File: src/rtl/core/m4inv_pkg.sv
`default_nettype none
package m4inv_pkg;

  localparam int DATA_W = 32;
  localparam int IDX_W = 4;
  localparam int NUM_ELEM = 16;
  localparam int FRAC_BITS_DEF = 16;
  localparam int QUEUE_DEPTH_DEF = 4;

  // intermediate store: 2x2 minors of rows 2/3, of rows 0/1, then the adjugate
  localparam int WORK_W = 100;
  localparam int WORK_N = 28;
  localparam int WIDX_W = 5;
  localparam int C_BASE = 0;
  localparam int S_BASE = 6;
  localparam int ADJ_BASE = 12;

  // multiply unit: element times one limb of a wide operand
  localparam int LIMB_W = 36;
  localparam int PROD_W = DATA_W + LIMB_W;
  localparam int ACC_W = 136;
  localparam logic [1:0] LIMB_TOP = 2'd2;

  localparam int NUM_OPS = 76;
  localparam int OP_W = 7;

  // quotient bits kept by the divider, top bit flags overflow
  localparam int QUO_W = 34;
  localparam logic [DATA_W-1:0] SAT_MAX = 32'h7FFF_FFFF;
  localparam logic [DATA_W-1:0] SAT_MIN = 32'h8000_0000;

  typedef struct packed {
    logic signed [DATA_W-1:0] value;
    logic [IDX_W-1:0] index;
    logic last;
  } elem_t;

  typedef struct packed {
    logic full;
    logic empty;
  } q_stat_t;

  typedef struct packed {
    logic [IDX_W-1:0] a_idx;
    logic b_elem;
    logic [WIDX_W-1:0] b_idx;
    logic neg;
    logic first;
    logic last;
    logic to_det;
    logic [WIDX_W-1:0] dest;
  } op_t;

  typedef op_t [NUM_OPS-1:0] prog_t;

  function automatic int pair_idx(input int p, input int q);
    if (p == 0) return q - 1;
    if (p == 1) return q + 1;
    return 5;
  endfunction

  function automatic op_t mk_op(input int a, input int be, input int b, input int ng,
                                input int fs, input int ls, input int td, input int dst);
    op_t o;
    o.a_idx = IDX_W'(a);
    o.b_elem = be[0];
    o.b_idx = WIDX_W'(b);
    o.neg = ng[0];
    o.first = fs[0];
    o.last = ls[0];
    o.to_det = td[0];
    o.dest = WIDX_W'(dst);
    return o;
  endfunction

  // micro-program: 2x2 minors, 3x3 cofactors, then the determinant
  function automatic prog_t build_prog();
    prog_t pr;
    int n, i, j, k, p, q, r, t, rowx, base, o1, o2, ng;
    int cols [3];
    pr = '0;
    n = 0;
    for (p = 0; p < 4; p++) begin
      for (q = p + 1; q < 4; q++) begin
        for (r = 0; r < 2; r++) begin
          base = (r == 1) ? S_BASE : C_BASE;
          rowx = (r == 1) ? 0 : 2;
          pr[n] = mk_op(rowx * 4 + p, 1, (rowx + 1) * 4 + q, 0, 1, 0, 0, base + pair_idx(p, q));
          n++;
          pr[n] = mk_op(rowx * 4 + q, 1, (rowx + 1) * 4 + p, 1, 0, 1, 0, base + pair_idx(p, q));
          n++;
        end
      end
    end
    for (i = 0; i < 4; i++) begin
      for (j = 0; j < 4; j++) begin
        t = 0;
        for (p = 0; p < 4; p++) begin
          if (p != i) begin
            cols[t] = p;
            t++;
          end
        end
        case (j)
          0: rowx = 1;
          1: rowx = 0;
          2: rowx = 3;
          default: rowx = 2;
        endcase
        base = (j < 2) ? C_BASE : S_BASE;
        for (k = 0; k < 3; k++) begin
          o1 = (k == 0) ? cols[1] : cols[0];
          o2 = (k == 2) ? cols[1] : cols[2];
          ng = ((k == 1) ? 1 : 0) ^ ((i + j) & 1);
          pr[n] = mk_op(rowx * 4 + cols[k], 0, base + pair_idx(o1, o2), ng,
                        (k == 0) ? 1 : 0, (k == 2) ? 1 : 0, 0, ADJ_BASE + i * 4 + j);
          n++;
        end
      end
    end
    for (j = 0; j < 4; j++) begin
      pr[n] = mk_op(j, 0, ADJ_BASE + j * 4, 0, (j == 0) ? 1 : 0, (j == 3) ? 1 : 0, 1, 0);
      n++;
    end
    return pr;
  endfunction

endpackage
`default_nettype wire

File: src/rtl/core/m4inv_queue.sv
`default_nettype none
module m4inv_queue #(
  parameter int DEPTH = m4inv_pkg::QUEUE_DEPTH_DEF
) (
  input  wire logic              clk,
  input  wire logic              rst,
  input  wire logic              push,
  input  wire m4inv_pkg::elem_t  wdata,
  input  wire logic              pop,
  output m4inv_pkg::elem_t       rdata,
  output m4inv_pkg::q_stat_t     stat
);
  import m4inv_pkg::*;

  localparam int PTR_W = $clog2(DEPTH);
  localparam int CNT_W = $clog2(DEPTH + 1);

  elem_t mem [DEPTH];
  logic [PTR_W-1:0] wr_ptr;
  logic [PTR_W-1:0] rd_ptr;
  logic [CNT_W-1:0] count;

  assign rdata = mem[rd_ptr];
  assign stat.full = (count == CNT_W'(DEPTH));
  assign stat.empty = (count == '0);

  always_ff @(posedge clk) begin
    if (push) begin
      mem[wr_ptr] <= wdata;
    end
  end

  always_ff @(posedge clk) begin
    if (rst) begin
      wr_ptr <= '0;
      rd_ptr <= '0;
      count <= '0;
    end else begin
      if (push) begin
        wr_ptr <= (wr_ptr == PTR_W'(DEPTH - 1)) ? '0 : wr_ptr + 1'b1;
      end
      if (pop) begin
        rd_ptr <= (rd_ptr == PTR_W'(DEPTH - 1)) ? '0 : rd_ptr + 1'b1;
      end
      if (push && !pop) begin
        count <= count + 1'b1;
      end else if (pop && !push) begin
        count <= count - 1'b1;
      end
    end
  end

endmodule
`default_nettype wire

File: config.mk
export PLATFORM = sky130hd
export DESIGN_NAME = m4inv_queue
export DESIGN_NICKNAME = d
export VERILOG_FILES = /design/src/rtl/core/m4inv_pkg.sv /design/src/rtl/core/m4inv_queue.sv
export SDC_FILE = /design/constraint.sdc
export NUM_CORES = 1
export LEC_CHECK = 0
export BUFFER_PORTS_ARGS = -buffer_cell sky130_fd_sc_hd__buf_2
export CAP_MARGIN = 20
export CORE_MARGIN = 4
export CORE_UTILIZATION = 60
export DETAILED_ROUTE_END_ITERATION = 8
export PLACE_DENSITY = 0.83
export SLEW_MARGIN = 20
export SYNTH_ARGS = -nofsm -noshare
export SYNTH_HDL_FRONTEND = slang
export SYNTH_SLANG_ARGS = --single-unit
File: constraint.sdc
create_clock -name clk -period 3 [get_ports clk]
set_clock_uncertainty 0.2 [all_clocks]
set_input_delay 0.9 -clock clk [delete_from_list [all_inputs] [get_ports clk]]
set_output_delay 0.9 -clock clk [all_outputs]
set_load 0.005 [all_outputs]
Word level (Yosys, flattened, before mapping). Memories as Yosys holds them, arrays and structs flattened. A register that Yosys moved wholly into a read port is not among the register bits. Index checks and enable logic that the tools add are counted. W data, S select, Z words.

Bits in registers: 7. Bits in writable memories: 148. Bits of input ports: 41. Output and inout port bits: 39. Logic and storage cells: 25. Memories: 1.

Memories: mem (words 4, width 37, rd ports 1, clocked after memory_dff 1, wr ports 1, RTL line m4inv_queue.sv:18) `elem_t mem [DEPTH];`.

Add/sub/neg operators: 4. Equal/unequal tests: 3. Multiplexer cells: 8. Reductions and logical operators: 6.

Operators with widths (number): $mux W2 (4); $mux W3 (2); $add A2 B1 Y2 const B (2); $eq A2 B2 Y1 const B (2); $add A3 B1 Y3 const B (1); $eq A3 B3 Y1 const B (1); $logic_not A3 Y1 (1); $sub A3 B1 Y3 const B (1); $logic_and A1 B1 Y1 (2); $logic_not A1 Y1 (2); $mux W1 (2); $reduce_bool A2 Y1 (1).

Logic depth before layout (Yosys ltp). Gate-level depths: netlist (run 1).

Depth in word-level cells: 4. Depth in mapped cells: 7. Depth with buffers taken out: 7.

Worst setup path before layout (run 1). Ideal clock, no wire load.

Kind: in2reg. Start: input push. End: memory mem[0][0] (netlist name), enable pin. Setup time: 398 ps. Arrival: 1805 ps. Data required time: 2402 ps. Path slack: 598 ps. Stages: 1. Path through: and2_1.

Longest elaborated chain between the ends: 2.

Ends and longest elaborated chain: from (decl) (RTL line m4inv_queue.sv:7) `input wire logic push,`; $mux W1 (RTL line m4inv_queue.sv:28) `if (push) begin`; $mux W1 (not written as such) (RTL line m4inv_queue.sv:29) `mem[wr_ptr] <= wdata;`; to (decl) (RTL line m4inv_queue.sv:18).

Every way passes these cells.

==> impl_metrics.json, run 1 <==
{
  "status": "finished clean",
  "htree_levels": 4,
  "rows": 35,
  "dieArea_um2": 11370,
  "synth_nets": 285,
  "p_comb_frac": 0.083,
  "leakage_nw": 2.441,
  "max_cap_viol_count": 0,
  "relSlewSlack": 0.7931,
  "clk_path_buf_depth": 2,
  "critical_path_required_ns": 1.90,
  "yosys_warnings": 0,
  "holdBufCountCts": 0,
  "core_area_um2": 9371,
  "synth_cells": 237,
  "syn_area_um2": 5836,
  "drv_slew": 0,
  "clkSlewWorstSetupHoldPaths_ns": 0.06,
  "ant_nets": 0,
  "rr_endpoint": "count[2]",
  "dieWidth_um": 106.6,
  "critPathCaptureType": "output port",
  "worstSkewPairLatency_ns": 0.51,
  "cts_tree": "yes",
  "gp_congestion": 0.7177,
  "worst-path-max-fanout": 12,
  "timing.final.crit_period_ns": 2.925,
  "min_path_type": "reg2reg",
  "switchingPower_mw": 1.095,
  "critPathArrivalTime_ns": 1.83,
  "fin_nets": 385,
  "tightest_slew_ns": 0.3103,
  "finalWorstSetupSlack_ns": 0.07481,
  "drive_above_1_share": 0.4486,
  "internal_power_mw": 3.827,
  "vdd_drop_max_mv": 0.4091,
  "drt_wl_total_um": 10240,
  "grt_max_degree": 38,
  "pwr-share-seq": 0.516,
  "ys_types": 20,
  "whs_ns": 0.3491,
  "cts_sinks": 157,
  "critPathKind": "reg2out",
  "cts_setup_buffers": 0,
  "drtIter0Drc": 112,
  "antenna_found_initial": 1,
  "cts_buffers": 17,
  "grt_pass1_wl_um": 15720,
  "io_buffers": 79,
  "io_pins": 80,
  "overflow": 0,
  "r2r.worst_path.cells": 4,
  "drtPass1Iterations": 4,
  "initial_utilization": 0.6227,
  "finalCoreUtilization": 0.7477,
  "grt_pass1_vias": 2845,
  "vias_per_cell": 5.647,
  "timing.rr.start": "count[0]",
  "synth_seq_cells": 157,
  "clkPwrFrac": 0.400,
  "rrSetupSlack_ns": 1.31,
  "startpoint_type": "register",
  "finalSetupViolations": 0,
  "p_per_area_nw_per_um2": 702.4,
  "hold_violations": 0,
  "clockRootBuffer": "clkbuf_8",
  "place_ws_ns": 0.3810,
  "track_usage": 0.1917,
  "tns_ns": 0,
  "dpl.hpwl_um": 5900,
  "route.detailed.drc": 0,
  "antennaDiodeCount": 0,
  "syn_avg_cell_area_um2": 24.62,
  "num_vias": 2705,
  "hold_start": "count[2]",
  "worstHoldPathCells": 2,
  "min_to": "count[2]",
  "power.share.switching": 0.2225,
  "max_freq_mhz": 341.9,
  "area_growth_pct": 20.07,
  "ys_seq_area_frac": 0.7925,
  "wl_per_cell_um": 21.38,
  "finalCritPeriodShare": 0.9751,
  "fp.dieH_um": 106.6
}
logic make-up after synthesis:
family | Yosys count | synth area share
fa+ha+maj | 7 | 0.01629
buf+inv | 12 | 0.01822
flops | 157 | 0.7925
mux | 41 | 0.1542
compound gates | 3 | 0.002572
xor+xnor | 2 | 0.003002
simple gates | 15 | 0.01329
worst max-delay path by stage:
stage                 to  cells past startpoint
2_1_floorplan  mem[0][0]                      1
6_report       rdata[18]                      3
4_1_cts        rdata[28]                      3
3_3_place_gp    count[2]                      8
3_5_place_dp    count[2]                      8
5_1_grt        rdata[30]                      3
synthesized netlist by cell type, drive strengths merged:
library cell / number / area share
nor3b: 2 / 0.0026
and2: 4 / 0.0043
dfxtp: 9 / 0.031
mux2i: 4 / 0.0069
edfxtp: 148 / 0.76
a21oi: 2 / 0.0017
xor2: 2 / 0.0030
o21ai: 1 / 0.00086
mux4: 37 / 0.15
nor3: 1 / 0.00086
ha: 6 / 0.013
or3: 1 / 0.0011
clkbuf: 1 / 0.00086
buf: 7 / 0.015
fa: 1 / 0.0034
inv: 4 / 0.0026
nor2: 7 / 0.0045
worst max-delay path, cell delays in order (launching register included):
cell and delay, ns:
dfxtp_4 0.41, buf_12 0.17, mux4_1 0.58, buf_2 0.15
what timing repair did:
action,CTS,global route
endpoints found under the hold margin,0,0
setup endpoints to repair,2,6
resized for setup,3,4
gates cloned,0,1
power by group through the flow:
| stage | logic (mW) | registers, mW | clock network, mW |
|---|---|---|---|
| after global routing | 0.448 | 2.55 | 2.11 |
| final | 0.409 | 2.54 | 1.97 |
| after detailed placement | 0.404 | 2.59 | 0 |
| after floorplan | 0.230 | 2.58 | 0 |
| after CTS | 0.410 | 2.54 | 2.00 |
| after global placement | 0.390 | 2.58 | 0 |
sequential cells by signal, indices dropped and copies added, names as in the netlist, named ones only:
signal and cells:
wr_ptr 2, count 3, rd_ptr 2, mem 148
metrics by stage:
stage	cells	total power [mW]	cell area (um2)
after global routing	479	5.106	7007
after CTS	478	4.950	6974
after floorplan	237	2.806	5836
after global placement	446	2.968	6426
final	479	4.922	7007
after detailed placement	446	2.989	6426
cells in the final DEF (no fill, tap or decap), types with 3 or more instances in the layout:
cell type	count
and2_2	4
buf_12	5
buf_2	79
buf_4	4
clkbuf_16	17
clkinv_1	3
clkinv_4	3
dfxtp_1	7
edfxtp_1	148
ha_1	6
inv_1	4
inv_6	5
mux2i_1	4
mux4_1	4
mux4_2	33
nor2_1	7
area by class of cell:
type / instances / area (um2)
fillers: 563 / 2365
flip-flops and latches: 157 / 4629
well taps: 129 / 161.4
clock inverters: 15 / 137.6
multi-input cells: 68 / 1099
repair buffers: 89 / 550.5
clock buffers: 17 / 414.1
inverters: 4 / 15.01
layer usage:
layer / vias up / share of wire / track usage
met2: 87 / 0.51 / 0.3040
met1: 1405 / 0.42 / 0.2617
met5: - / 0.0012 / 0
li1: 1201 / - / -
met4: 2 / 0.0070 / 0.04475
met3: 10 / 0.060 / 0.06683
Power figures use the tool's default switching activity.
==> run 2, diff against run 1 <==
Settings changed: CELL_PAD_IN_SITES_DETAIL_PLACEMENT from default to 1, CELL_PAD_IN_SITES_GLOBAL_PLACEMENT from default to 1, CORE_UTILIZATION 60 to 54, PLACE_DENSITY 0.83 to default, PLACE_DENSITY_LB_ADDON from default to 0.1, SKIP_CTS_REPAIR_TIMING from default to 1.
==> impl_metrics.json, run 2 (synthesis gave the netlist of run 1 again) <==
{
  "leakage_nw": 2.470,
  "finalSetupViolations": 0,
  "fp.dieH_um": 112.0,
  "r2r.worst_path.cells": 3,
  "ant_nets": 0,
  "rrSetupSlack_ns": 1.19,
  "grt_max_degree": 38,
  "rows": 37,
  "rsz0062_at_grt": "yes",
  "critPathCaptureType": "output port",
  "area_growth_pct": 21.44,
  "vias_per_cell": 5.605,
  "final_common_cell": "edfxtp_1",
  "finalCoreUtilization": 0.6804,
  "drv_slew": 0,
  "dieArea_um2": 12530,
  "fin_nets": 387,
  "drtPass1Iterations": 4,
  "core_area_um2": 10420,
  "timing.final.crit_period_ns": 2.934,
  "hold_start": "count[2]",
  "clockRootBuffer": "clkbuf_8",
  "tns_ns": 0,
  "worst-path-max-fanout": 8,
  "cts_buffers": 17,
  "tightest_slew_ns": 0.4839,
  "antenna_found_initial": 1,
  "status": "finished clean",
  "max_cap_viol_count": 0,
  "regMostFlops": "mem",
  "timing.rr.start": "wr_ptr[0]",
  "wl_per_cell_um": 24.03,
  "track_usage": 0.2039,
  "overflow": 0,
  "critical_path_required_ns": 1.90,
  "critPathKind": "reg2out",
  "reg_top3": "mem (148), count (3)",
  "hold_violations": 0,
  "worstHoldPathCells": 2,
  "startpoint_type": "register",
  "finalCritPeriodShare": 0.9779,
  "rr_endpoint": "mem[1][32]",
  "io_pins": 80,
  "antennaDiodeCount": 0,
  "relSlewSlack": 0.6774,
  "route.detailed.drc": 0,
  "dieWidth_um": 112.0,
  "grt_pass1_vias": 3043,
  "clk_path_buf_depth": 2,
  "dpl.hpwl_um": 7152,
  "min_path_type": "reg2reg",
  "largest_reg_flops": 148,
  "p_per_area_nw_per_um2": 705.5,
  "cts_tree": "yes",
  "cts_sinks": 157,
  "gp_congestion": 0.7010,
  "drtIter0Drc": 165,
  "vdd_drop_max_mv": 0.5498,
  "worstSkewPairLatency_ns": 0.52,
  "clkSlewWorstSetupHoldPaths_ns": 0.06,
  "drive_above_1_share": 0.4347,
  "io_buffers": 79,
  "initial_utilization": 0.5602,
  "htree_levels": 4,
  "max_freq_mhz": 340.9,
  "num_vias": 2735,
  "grt_pass1_wl_um": 18350,
  "num-fill-cells": 859,
  "min_to": "count[2]",
  "drt_wl_total_um": 11730,
  "critPathArrivalTime_ns": 1.83,
  "final_cell_mix": "148 x edfxtp_1, 78 x buf_2, 33 x mux4_2"
}
[run 2: changes by cell type in the layout (fill, tap and decap cells not counted), sizes merged]
cell	change
bufinv	+2
clkinv	-1
buf	+1
clkinvlp	-1
clkbuf	+7
inv	-6
[run 2: metal layers]
layer,up-vias,share of wire,global-route usage
met5,-,0.0010,0
met4,2,0.012,0.05609
met2,89,0.53,0.3329
met1,1425,0.40,0.2631
met3,17,0.061,0.07337
li1,1202,-,-
[run 2: worst max path at each step]
stage | start | to | slack [ns] | cells past startpoint
2_1_floorplan | push | mem[0][0] | 0.60 | 1
3_3_place_gp | register | rdata[36] | 0.44 | 3
3_5_place_dp | pop | count[2] | 0.34 | 8
4_1_cts | register | rdata[36] | -0.15 | 3
5_1_grt | register | rdata[0] | -0.02 | 3
6_report | register | rdata[35] | 0.07 | 3
[run 2: area by class of cell]
type	count	area, um2	share of cell area
clock buffer	23	436.7	0.06162
clock inverter	9	118.9	0.01677
inverter	4	15.01	0.002119
multi-input combinational	68	1099	0.1550
sequential	157	4629	0.6532
tap	136	170.2	0.02401
timing repair buffer	91	618.1	0.08722
[run 2: stage by stage]
step | setup slack (ns) | power [mW] | hold WS [ns] | instances | area [um2]
after detailed placement | 0.3395 | 3.012 | 0.3449 | 452 | 6465
after floorplan | 0.5975 | 2.806 | 0.2603 | 237 | 5836
after global routing | -0.02270 | 5.223 | 0.3666 | 488 | 7087
after CTS | -0.1535 | 5.043 | 0.3243 | 484 | 7020
after global placement | 0.4413 | 2.985 | 0.2801 | 452 | 6465
final | 0.06635 | 5.000 | 0.3212 | 488 | 7087
[run 2: critical path: stages (launching register included)]
cell	delay, ns
dfxtp_4	0.46
clkbuf_16	0.21
mux4_2	0.50
buf_2	0.15
[run 2: where the power goes]
part	total (mW)	internal (mW)	switching [mW]
Combinational	0.428	0.220	0.208
Sequential	2.55	2.51	0.0428
Clock	2.02	1.26	0.766
Total	5.00	3.98	1.02
