$ cat src/rtl/core/m4inv_pkg.sv
`default_nettype none
package m4inv_pkg;

  localparam int DATA_W = 32;
  localparam int IDX_W = 4;
  localparam int NUM_ELEM = 16;
  localparam int FRAC_BITS_DEF = 16;
  localparam int QUEUE_DEPTH_DEF = 4;

  // intermediate store: 2x2 minors of rows 2/3, of rows 0/1, then the adjugate
  localparam int WORK_W = 100;
  localparam int WORK_N = 28;
  localparam int WIDX_W = 5;
  localparam int C_BASE = 0;
  localparam int S_BASE = 6;
  localparam int ADJ_BASE = 12;

  // multiply unit: element times one limb of a wide operand
  localparam int LIMB_W = 36;
  localparam int PROD_W = DATA_W + LIMB_W;
  localparam int ACC_W = 136;
  localparam logic [1:0] LIMB_TOP = 2'd2;

  localparam int NUM_OPS = 76;
  localparam int OP_W = 7;

  // quotient bits kept by the divider, top bit flags overflow
  localparam int QUO_W = 34;
  localparam logic [DATA_W-1:0] SAT_MAX = 32'h7FFF_FFFF;
  localparam logic [DATA_W-1:0] SAT_MIN = 32'h8000_0000;

  typedef struct packed {
    logic signed [DATA_W-1:0] value;
    logic [IDX_W-1:0] index;
    logic last;
  } elem_t;

  typedef struct packed {
    logic full;
    logic empty;
  } q_stat_t;

  typedef struct packed {
    logic [IDX_W-1:0] a_idx;
    logic b_elem;
    logic [WIDX_W-1:0] b_idx;
    logic neg;
    logic first;
    logic last;
    logic to_det;
    logic [WIDX_W-1:0] dest;
  } op_t;

  typedef op_t [NUM_OPS-1:0] prog_t;

  function automatic int pair_idx(input int p, input int q);
    if (p == 0) return q - 1;
    if (p == 1) return q + 1;
    return 5;
  endfunction

  function automatic op_t mk_op(input int a, input int be, input int b, input int ng,
                                input int fs, input int ls, input int td, input int dst);
    op_t o;
    o.a_idx = IDX_W'(a);
    o.b_elem = be[0];
    o.b_idx = WIDX_W'(b);
    o.neg = ng[0];
    o.first = fs[0];
    o.last = ls[0];
    o.to_det = td[0];
    o.dest = WIDX_W'(dst);
    return o;
  endfunction

  // micro-program: 2x2 minors, 3x3 cofactors, then the determinant
  function automatic prog_t build_prog();
    prog_t pr;
    int n, i, j, k, p, q, r, t, rowx, base, o1, o2, ng;
    int cols [3];
    pr = '0;
    n = 0;
    for (p = 0; p < 4; p++) begin
      for (q = p + 1; q < 4; q++) begin
        for (r = 0; r < 2; r++) begin
          base = (r == 1) ? S_BASE : C_BASE;
          rowx = (r == 1) ? 0 : 2;
          pr[n] = mk_op(rowx * 4 + p, 1, (rowx + 1) * 4 + q, 0, 1, 0, 0, base + pair_idx(p, q));
          n++;
          pr[n] = mk_op(rowx * 4 + q, 1, (rowx + 1) * 4 + p, 1, 0, 1, 0, base + pair_idx(p, q));
          n++;
        end
      end
    end
    for (i = 0; i < 4; i++) begin
      for (j = 0; j < 4; j++) begin
        t = 0;
        for (p = 0; p < 4; p++) begin
          if (p != i) begin
            cols[t] = p;
            t++;
          end
        end
        case (j)
          0: rowx = 1;
          1: rowx = 0;
          2: rowx = 3;
          default: rowx = 2;
        endcase
        base = (j < 2) ? C_BASE : S_BASE;
        for (k = 0; k < 3; k++) begin
          o1 = (k == 0) ? cols[1] : cols[0];
          o2 = (k == 2) ? cols[1] : cols[2];
          ng = ((k == 1) ? 1 : 0) ^ ((i + j) & 1);
          pr[n] = mk_op(rowx * 4 + cols[k], 0, base + pair_idx(o1, o2), ng,
                        (k == 0) ? 1 : 0, (k == 2) ? 1 : 0, 0, ADJ_BASE + i * 4 + j);
          n++;
        end
      end
    end
    for (j = 0; j < 4; j++) begin
      pr[n] = mk_op(j, 0, ADJ_BASE + j * 4, 0, (j == 0) ? 1 : 0, (j == 3) ? 1 : 0, 1, 0);
      n++;
    end
    return pr;
  endfunction

endpackage
`default_nettype wire

$ cat src/rtl/core/m4inv_if.sv
`default_nettype none
interface m4inv_in_if;
  import m4inv_pkg::*;
  logic valid;
  logic ready;
  logic signed [DATA_W-1:0] element_value;
  modport source(output valid, output element_value, input ready);
  modport sink(input valid, input element_value, output ready);
endinterface

`default_nettype wire

$ cat src/rtl/core/m4inv_front.sv
`default_nettype none
module m4inv_front (
  input  wire logic              clk,
  input  wire logic              rst,
  m4inv_in_if.sink               elem_ch,
  input  wire m4inv_pkg::q_stat_t q_stat,
  output logic                   q_push,
  output m4inv_pkg::elem_t       q_wdata
);
  import m4inv_pkg::*;

  logic [IDX_W-1:0] load_count;

  assign elem_ch.ready = !q_stat.full;
  assign q_push = elem_ch.valid && !q_stat.full;

  // tag each element with its position and mark the end of a matrix
  assign q_wdata.value = elem_ch.element_value;
  assign q_wdata.index = load_count;
  assign q_wdata.last = (load_count == IDX_W'(NUM_ELEM - 1));

  always_ff @(posedge clk) begin
    if (rst) begin
      load_count <= '0;
    end else if (q_push) begin
      load_count <= load_count + 1'b1;
    end
  end

endmodule
`default_nettype wire

$ cat src/flat_wrapper.sv
// flat-port wrapper written by rule: the top's interface ports become plain ports
module m4inv_front_flat import m4inv_pkg::*;
  (clk, rst, q_stat, q_push, q_wdata, elem_ch_valid, elem_ch_element_value, elem_ch_ready);
  m4inv_in_if elem_ch_i ();
  input  wire logic clk;
  input  wire logic rst;
  input  wire m4inv_pkg::q_stat_t q_stat;
  output logic q_push;
  output m4inv_pkg::elem_t q_wdata;
  input wire logic [$bits(elem_ch_i.valid)-1:0] elem_ch_valid;
  input wire logic [$bits(elem_ch_i.element_value)-1:0] elem_ch_element_value;
  output wire logic [$bits(elem_ch_i.ready)-1:0] elem_ch_ready;
  assign elem_ch_i.valid = elem_ch_valid;
  assign elem_ch_i.element_value = elem_ch_element_value;
  assign elem_ch_ready = elem_ch_i.ready;
  m4inv_front u_core (.clk(clk), .rst(rst), .elem_ch(elem_ch_i), .q_stat(q_stat), .q_push(q_push), .q_wdata(q_wdata));
endmodule
$ cat config.mk
export PLATFORM = sky130hd
export DESIGN_NAME = m4inv_front_flat
export DESIGN_NICKNAME = d
export VERILOG_FILES = /design/src/rtl/core/m4inv_pkg.sv /design/src/rtl/core/m4inv_if.sv /design/src/rtl/core/m4inv_front.sv /design/src/flat_wrapper.sv
export SDC_FILE = /design/constraint.sdc
export NUM_CORES = 1
export LEC_CHECK = 0
export BUFFER_PORTS_ARGS = -buffer_cell sky130_fd_sc_hd__buf_2
export CAP_MARGIN = 20
export CORE_MARGIN = 1
export CORE_UTILIZATION = 28
export CTS_CLUSTER_SIZE = 20
export DETAILED_ROUTE_END_ITERATION = 6
export PLACE_DENSITY = 0.83
export SETUP_SLACK_MARGIN = 0.15
export SLEW_MARGIN = 25
export SYNTH_ARGS = -nofsm -noshare
export SYNTH_HDL_FRONTEND = slang
export SYNTH_SLANG_ARGS = --single-unit
$ cat constraint.sdc
create_clock -name clk -period 2.7 [get_ports clk]
set_input_delay 0.54 -clock clk [delete_from_list [all_inputs] [get_ports clk]]
set_output_delay 0.54 -clock clk [all_outputs]
set_load 0.01 [all_outputs]
# Word level (Yosys, flattened, before mapping)
# Cells that the tools add are included.
[word_totals]
input_bits = 37
out_inout_bits = 39
reg_bits = 4
[classes]
reduce_logical = 2
n_addsub = 1
n_eq_ne = 1
[ops]
columns = ["operator", "count"]
rows = [
  ["adder 4 x 1 -> 4 bit (second input constant)", 1],
  ["equality test 4 bit (second input constant)", 1],
  ["logical AND 1 bit", 1],
  ["zero test 1 bit", 1],
]

# Depth between registers and ports, before layout
# Gate-level depths: netlist of run 1.
[depth]
depth_word = 2
depth_mapped = 4
depth_no_buf = 4

# Worst setup path before layout of run 1
# OpenSTA, ideal clock, no wires.
[synth_timing]
kind = "register to output"
startpoint = "reg u_core.load_count[0]"
endpoint = "out q_wdata[0] in the netlist's numbering"
arrival_ns = 0.785
slack_ns = 1.375
path_stages_with_launch = 3
required_ns = 2.160
path_cell_list = "dfxtp_1 -> ha_1 -> and3_1"
[synth_rtl]
columns = ["item", "line_no", "rtl"]
rows = [
  ["from (decl)", "m4inv_front.sv:12", "logic [IDX_W-1:0] load_count;"],
  ["from (signal assigned)", "m4inv_front.sv:26", "load_count <= load_count + 1'b1;"],
  ["to (decl)", "flat_wrapper.sv:9", "output m4inv_pkg::elem_t q_wdata;"],
]

==> flow_metrics.py, run 1 <==
metrics = {
    "run_status": {
        "outcome": "completed",
    },
    "detailed_routing": {
        "viasPerCell": 4.09,
        "wl_per_cell_um": 11.1,
        "dr_total_vias": 192,
        "wl_um": 524,
        "drcViolationCount": 0,
        "drt_iter0_markers": 1,
        "ant_nets": 0,
        "dr.pass1.iters": 2,
    },
    "power": {
        "p_sw_share_pct": 21.1,
        "powerDensity_nw_per_um2": 536,
        "switching_power_uw": 32.0,
        "vdd_ir_drop_max_mv": 0.218,
        "pwr-share-clk_pct": 47.1,
        "pwr-share-comb_pct": 10.8,
        "leakage_uw": 0.000154,
        "p_int_uw": 119,
        "pwr-share-seq_pct": 42.1,
    },
    "run": {
        "cap_viol_max_count": 0,
    },
    "cells_and_area": {
        "drive_gt1_share_pct": 43.8,
        "post_layout_nonfiller_instances": 47,
        "diodes": 0,
        "largest_reg_flops": 4,
        "largestRegisters": "u_core.load_count: 4 flops",
        "num-nets-final": 72,
        "area_delta_synth_final_pct": -34.5,
        "fill_cells": 166,
        "regMostFlops": "u_core.load_count",
    },
    "worst_setup_path": {
        "critPathMaxStageDelay_ns": 0.34,
        "r2r_cells": 4,
        "r2r_start": "u_core.load_count[0]$_SDFFE_PP0P_",
        "startpoint_type": "flop",
        "critPathSlowestCell": "dfxtp_1",
        "path_cells": "ha_1, and3_1, buf_2",
        "crit_family": "flip-flops",
        "crit_path_end_kind": "output pin",
        "required_ns": 2.16,
        "arrival_ns": 1.10,
        "r2r-end": "u_core.load_count[2]$_SDFFE_PP0P_",
        "crit_fanout": 4,
        "worstSetupPathType": "reg -> out",
        "worst-path-buf-inv": 1,
        "r2r_slack_ns": 1.70,
    },
    "placed_design": {
        "dp_hpwl_um": 406,
        "placed_cells": 44,
        "gp_congestion": 0.693,
        "portBuffers": 10,
    },
    "yosys": {
        "synth_seq_cells": 4,
        "synth_commonest_cells": "32 x buf_4, 4 x dfxtp_1, 4 x nor2_1",
        "syn_area_um2": 432,
        "synth.most_common_cell": "buf_4",
        "yosysSeqAreaShare_pct": 18.6,
        "ys_types": 14,
        "synth_area_leaders": "buf_4 56%, dfxtp_1 19%, nor2_1 3.5%, nor2b_4 3.2%, ha_1 2.9%",
        "synth_edf_count": 0,
        "synthArstFlopShare_pct": 0,
        "synth_fp_nets": 89,
        "yosysTopAreaCell": "buf_4",
        "synthFlopType": "dfxtp_1",
        "postSynthCellCount": 51,
        "ys_warn_count": 0,
        "synth_top_area_share_pct": 55.7,
        "avgSynthCellArea_um2": 8.46,
    },
    "min_path": {
        "hold_path.class": "in -> reg",
        "hold_depth": 2,
        "min-delay-start": "rst",
        "holdPathEnd": "u_core.load_count[0]$_SDFFE_PP0P_",
    },
    "cts": {
        "cts_setup_buffers": 0,
        "path_clk_slew_ns": 0.03,
        "cts_buffer_depth": 2,
        "cts_tree": "done",
        "cts_resized": 0,
        "clk-insertion-delay-late_ns": 0.23,
        "numCtsBuffers": 3,
        "cts_sinks": 4,
        "cts_hold_buf": 0,
        "cts_htree_levels": 1,
        "clockRootBuffer": "clkbuf_4",
    },
    "sta": {
        "tightest_slew_ns": 0.165,
        "relSlewSlack_pct": 89.0,
        "setup_viol": 0,
        "grt_setup_unrepaired": "no",
        "final_max_slew_viol_count": 0,
        "fmax_mhz": 610,
        "finClkSkew_ns": 0.00192,
        "setup_tns_ns": 0,
        "min_period_ns": 1.64,
        "hold_viol": 0,
        "period_share_pct": 60.7,
    },
    "global_routing": {
        "antenna_found_initial": 0,
        "grt_pass1_wl_um": 731,
        "grt_pass1_vias": 184,
        "gr-max-usage-layer": "met2",
        "gr-usage-all-layers_pct": 6.90,
        "gr-total-overflow": 0,
        "grt_max_degree": 6,
        "global_route.usage.met3_pct": 8.15,
        "grtUsageMet2_pct": 8.59,
        "grtUsageMet1_pct": 6.11,
    },
    "floorplan": {
        "die_x_um": 41.3,
        "die-area_um2": 1700,
        "io_pins": 76,
        "core_area_um2": 1370,
        "rows": 13,
        "dieHeight_um": 41.3,
        "start_util_pct": 31.6,
    },
}
[through the flow]
step                power, uW  hold slack (ns)  area (um^2)  setup slack, ns  utilization [%]
floorplan                 122            0.554          432             1.38                -
global placement         80.5            0.534          260             1.20             19.0
detailed placement       81.4            0.555          260             1.18             19.0
CTS                       155            0.528          283             1.06             20.7
global route              160            0.535          283             1.02             20.7
finish                    151            0.532          283             1.06             20.7
[power groups by stage]
stage               logic (uW)  registers [uW]  clock network [uW]
finish                    16.4            63.8                71.3
floorplan                 56.8            65.2                   0
detailed placement        16.8            64.6                   0
global route              18.2            64.0                77.9
CTS                       16.8            63.7                74.9
global placement          16.2            64.3                   0
[cell families after synthesis]
family	share of synthesized area, %
DFF	18.6
buffers and inverters	56.5
adders and majority gates	2.90
muxes	4.93
xor gates and xnor gates	4.06
and+or+nand+nor	13.0
[how the worst max path moves through the flow]
stage / cells after the start / from / end / slack (ns)
after CTS: 3 / u_core.load_count[0]$_SDFFE_PP0P_ / q_wdata[0] / 1.06
after global placement: 3 / q_stat[1] / q_push / 1.20
after detailed placement: 3 / q_stat[1] / q_push / 1.18
after floorplan: 2 / u_core.load_count[0]$_SDFFE_PP0P_ / q_wdata[0] / 1.38
after global routing: 3 / u_core.load_count[0]$_SDFFE_PP0P_ / q_wdata[0] / 1.02
final: 3 / u_core.load_count[0]$_SDFFE_PP0P_ / q_wdata[0] / 1.06
[per-layer routing]
layer	wire, um	share of wire, %
met2	194	37
met1	198	38
met5	0	0
met4	8	1.5
met3	123	23
[placed cells by master, fill, tap and decap left out, drive strengths merged, types with 3 or more instances in the layout]
| master | n |
|---|---|
| buf | 10 |
| nor2 | 4 |
| dfxtp | 4 |
| clkbuf | 3 |
[final cells by class]
type	instances	area [um^2]	area share [%]
Inverter	1	3.75	1.33
Multi-Input combinational cell	14	108	38.1
Sequential cell	4	80.1	28.3
Timing Repair Buffer	10	50.0	17.7
Clock buffer	3	22.5	7.96
Tap cell	15	18.8	6.64
Power figures use the tool's default switching activity.
==> run 2, diff against run 1 <==
--- a/config.mk
+++ b/config.mk
@@ -8,10 +8,10 @@
 export BUFFER_PORTS_ARGS = -buffer_cell sky130_fd_sc_hd__buf_2
 export CAP_MARGIN = 20
 export CORE_MARGIN = 1
-export CORE_UTILIZATION = 28
+export CORE_UTILIZATION = 23
 export CTS_CLUSTER_SIZE = 20
 export DETAILED_ROUTE_END_ITERATION = 6
-export PLACE_DENSITY = 0.83
+export PLACE_DENSITY = 0.73
 export SETUP_SLACK_MARGIN = 0.15
 export SLEW_MARGIN = 25
 export SYNTH_ARGS = -nofsm -noshare
==> constraint.sdc (replaced) <==
create_clock -name clk -period 1.5 [get_ports clk]
set_input_delay 0.3 -clock clk [delete_from_list [all_inputs] [get_ports clk]]
set_output_delay 0.3 -clock clk [all_outputs]
set_load 0.01 [all_outputs]
==> flow_metrics.py, run 2 (same netlist as run 1, synthesis figures left out) <==
metrics = {
    "sta": {
        "fmax_mhz": 770,
        "fin_ws_ns": 0.201,
        "hold_viol": 0,
        "relSlewSlack_pct": 92.2,
        "grt_setup_unrepaired": "no",
        "setup_tns_ns": 0,
        "final_max_slew_viol_count": 0,
        "tightest_slew_ns": 0.114,
        "finClkSkew_ns": 0.00255,
        "period_share_pct": 86.6,
        "setup_viol": 0,
        "min_period_ns": 1.30,
    },
    "power": {
        "leakage_uw": 0.000162,
        "vdd_ir_drop_max_mv": 0.407,
        "powerDensity_nw_per_um2": 855,
    },
    "cells_and_area": {
        "post_layout_nonfiller_instances": 59,
        "drive_gt1_share_pct": 58.8,
        "fill_cells": 193,
        "num-nets-final": 74,
        "largestRegisters": "u_core.load_count: 4 flops",
        "regMostFlops": "u_core.load_count",
        "final_common_cell": "buf_2",
        "area_delta_synth_final_pct": -22.0,
        "final_area_um2": 337,
        "final_cell_mix": "9 x buf_2, 4 x nor2_1, 3 x clkbuf_4",
        "diodes": 0,
        "utilization_pct": 19.3,
        "largest_reg_flops": 4,
    },
    "cts": {
        "path_clk_slew_ns": 0.03,
        "cts_tree": "done",
        "cts_sinks": 4,
        "cts_htree_levels": 1,
        "clockRootBuffer": "clkbuf_4",
        "clk-insertion-delay-late_ns": 0.24,
        "numCtsBuffers": 3,
        "cts_hold_buf": 0,
        "cts_buffer_depth": 2,
    },
    "floorplan": {
        "io_pins": 76,
        "start_util_pct": 24.7,
        "rows": 15,
        "dieHeight_um": 45.3,
        "die_x_um": 45.3,
        "core_area_um2": 1750,
        "die-area_um2": 2050,
    },
    "run_status": {
        "outcome": "completed",
    },
    "worst_setup_path": {
        "critPathMaxStageDelay_ns": 0.32,
        "worstSetupPathType": "reg -> out",
        "crit_path_end_kind": "output pin",
        "required_ns": 1.20,
        "critPathSlowestCell": "dfxtp_2",
        "arrival_ns": 1.00,
        "startpoint_type": "flop",
        "path_cells": "ha_4, and3_4, buf_6",
        "r2r_cells": 3,
        "crit_fanout": 2,
    },
    "detailed_routing": {
        "dr_total_vias": 212,
        "viasPerCell": 3.59,
        "drt_iter0_markers": 0,
        "dr.pass1.iters": 1,
        "drcViolationCount": 0,
        "wl_per_cell_um": 9.07,
        "ant_nets": 0,
        "wl_um": 535,
    },
    "global_routing": {
        "grt_pass1_wl_um": 890,
        "grt_max_degree": 6,
        "gr-usage-all-layers_pct": 7.11,
        "gr-total-overflow": 0,
        "antenna_found_initial": 0,
        "grt_pass1_vias": 198,
    },
    "min_path": {
        "hold_depth": 2,
        "hold_path.class": "in -> reg",
    },
    "placed_design": {
        "portBuffers": 10,
        "placed_cells": 54,
        "gp_congestion": 0.606,
        "pre_cts_ws_ns": 0.322,
        "place_area_um2": 273,
    },
    "run": {
        "cap_viol_max_count": 0,
    },
}
==> run 2: per-layer routing <==
| metal | vias up | wire length [um] | GRT usage [%] |
|---|---|---|---|
| li1 | 93 | - | - |
| met2 | 16 | 182 | 6.67 |
| met5 | - | 0 | 0 |
| met3 | 4 | 123 | 8.80 |
| met4 | 0 | 14 | 7.27 |
| met1 | 99 | 215 | 6.99 |
==> run 2: layout make-up <==
type	instances	area, um^2	share of cell area (%)
clock buffer	3	22.5	6.69
inverter	1	3.75	1.12
multi-input combinational	14	125	37.2
sequential	4	82.6	24.5
tap	25	31.3	9.29
timing repair buffer	12	71.3	21.2
==> run 2: worst paths after layout <==
path                                     start  slack, ns                                end
min reg2reg  u_core.load_count[3]$_SDFFE_PP0P_       0.56  u_core.load_count[3]$_SDFFE_PP0P_
max reg2reg  u_core.load_count[0]$_SDFFE_PP0P_       0.50  u_core.load_count[3]$_SDFFE_PP0P_
max          u_core.load_count[0]$_SDFFE_PP0P_       0.20                         q_wdata[0]
min                                        rst       0.27  u_core.load_count[0]$_SDFFE_PP0P_
==> run 2: repair_timing <==
| item | CTS | global route |
|---|---|---|
| endpoints found under the setup margin | 1 | 1 |
| gates resized for setup | 3 | 3 |
| buffers inserted | 2 | 0 |
==> run 2: power breakdown <==
part | switching, uW | internal [uW] | total, uW
Sequential | 3.48 | 111 | 115
Clock | 45.1 | 89.5 | 135
Combinational | 17.6 | 20.5 | 38.1
==> run 2: per-stage QoR <==
| step | hold slack, ns | total power, uW |
|---|---|---|
| 5_1_grt | 0.283 | 317 |
| 3_5_place_dp | 0.526 | 147 |
| 6_report | 0.269 | 288 |
| 3_3_place_gp | 0.519 | 145 |
| 2_1_floorplan | 0.372 | 220 |
| 4_1_cts | 0.266 | 293 |
==> run 2: worst max-delay path: cells and delay by family (launching register included) <==
family / cells / cell delay, ns
adders and majority gates: 1 / 0.16
buffers and inverters: 1 / 0.11
and+or+nand+nor: 1 / 0.17
DFF: 1 / 0.32
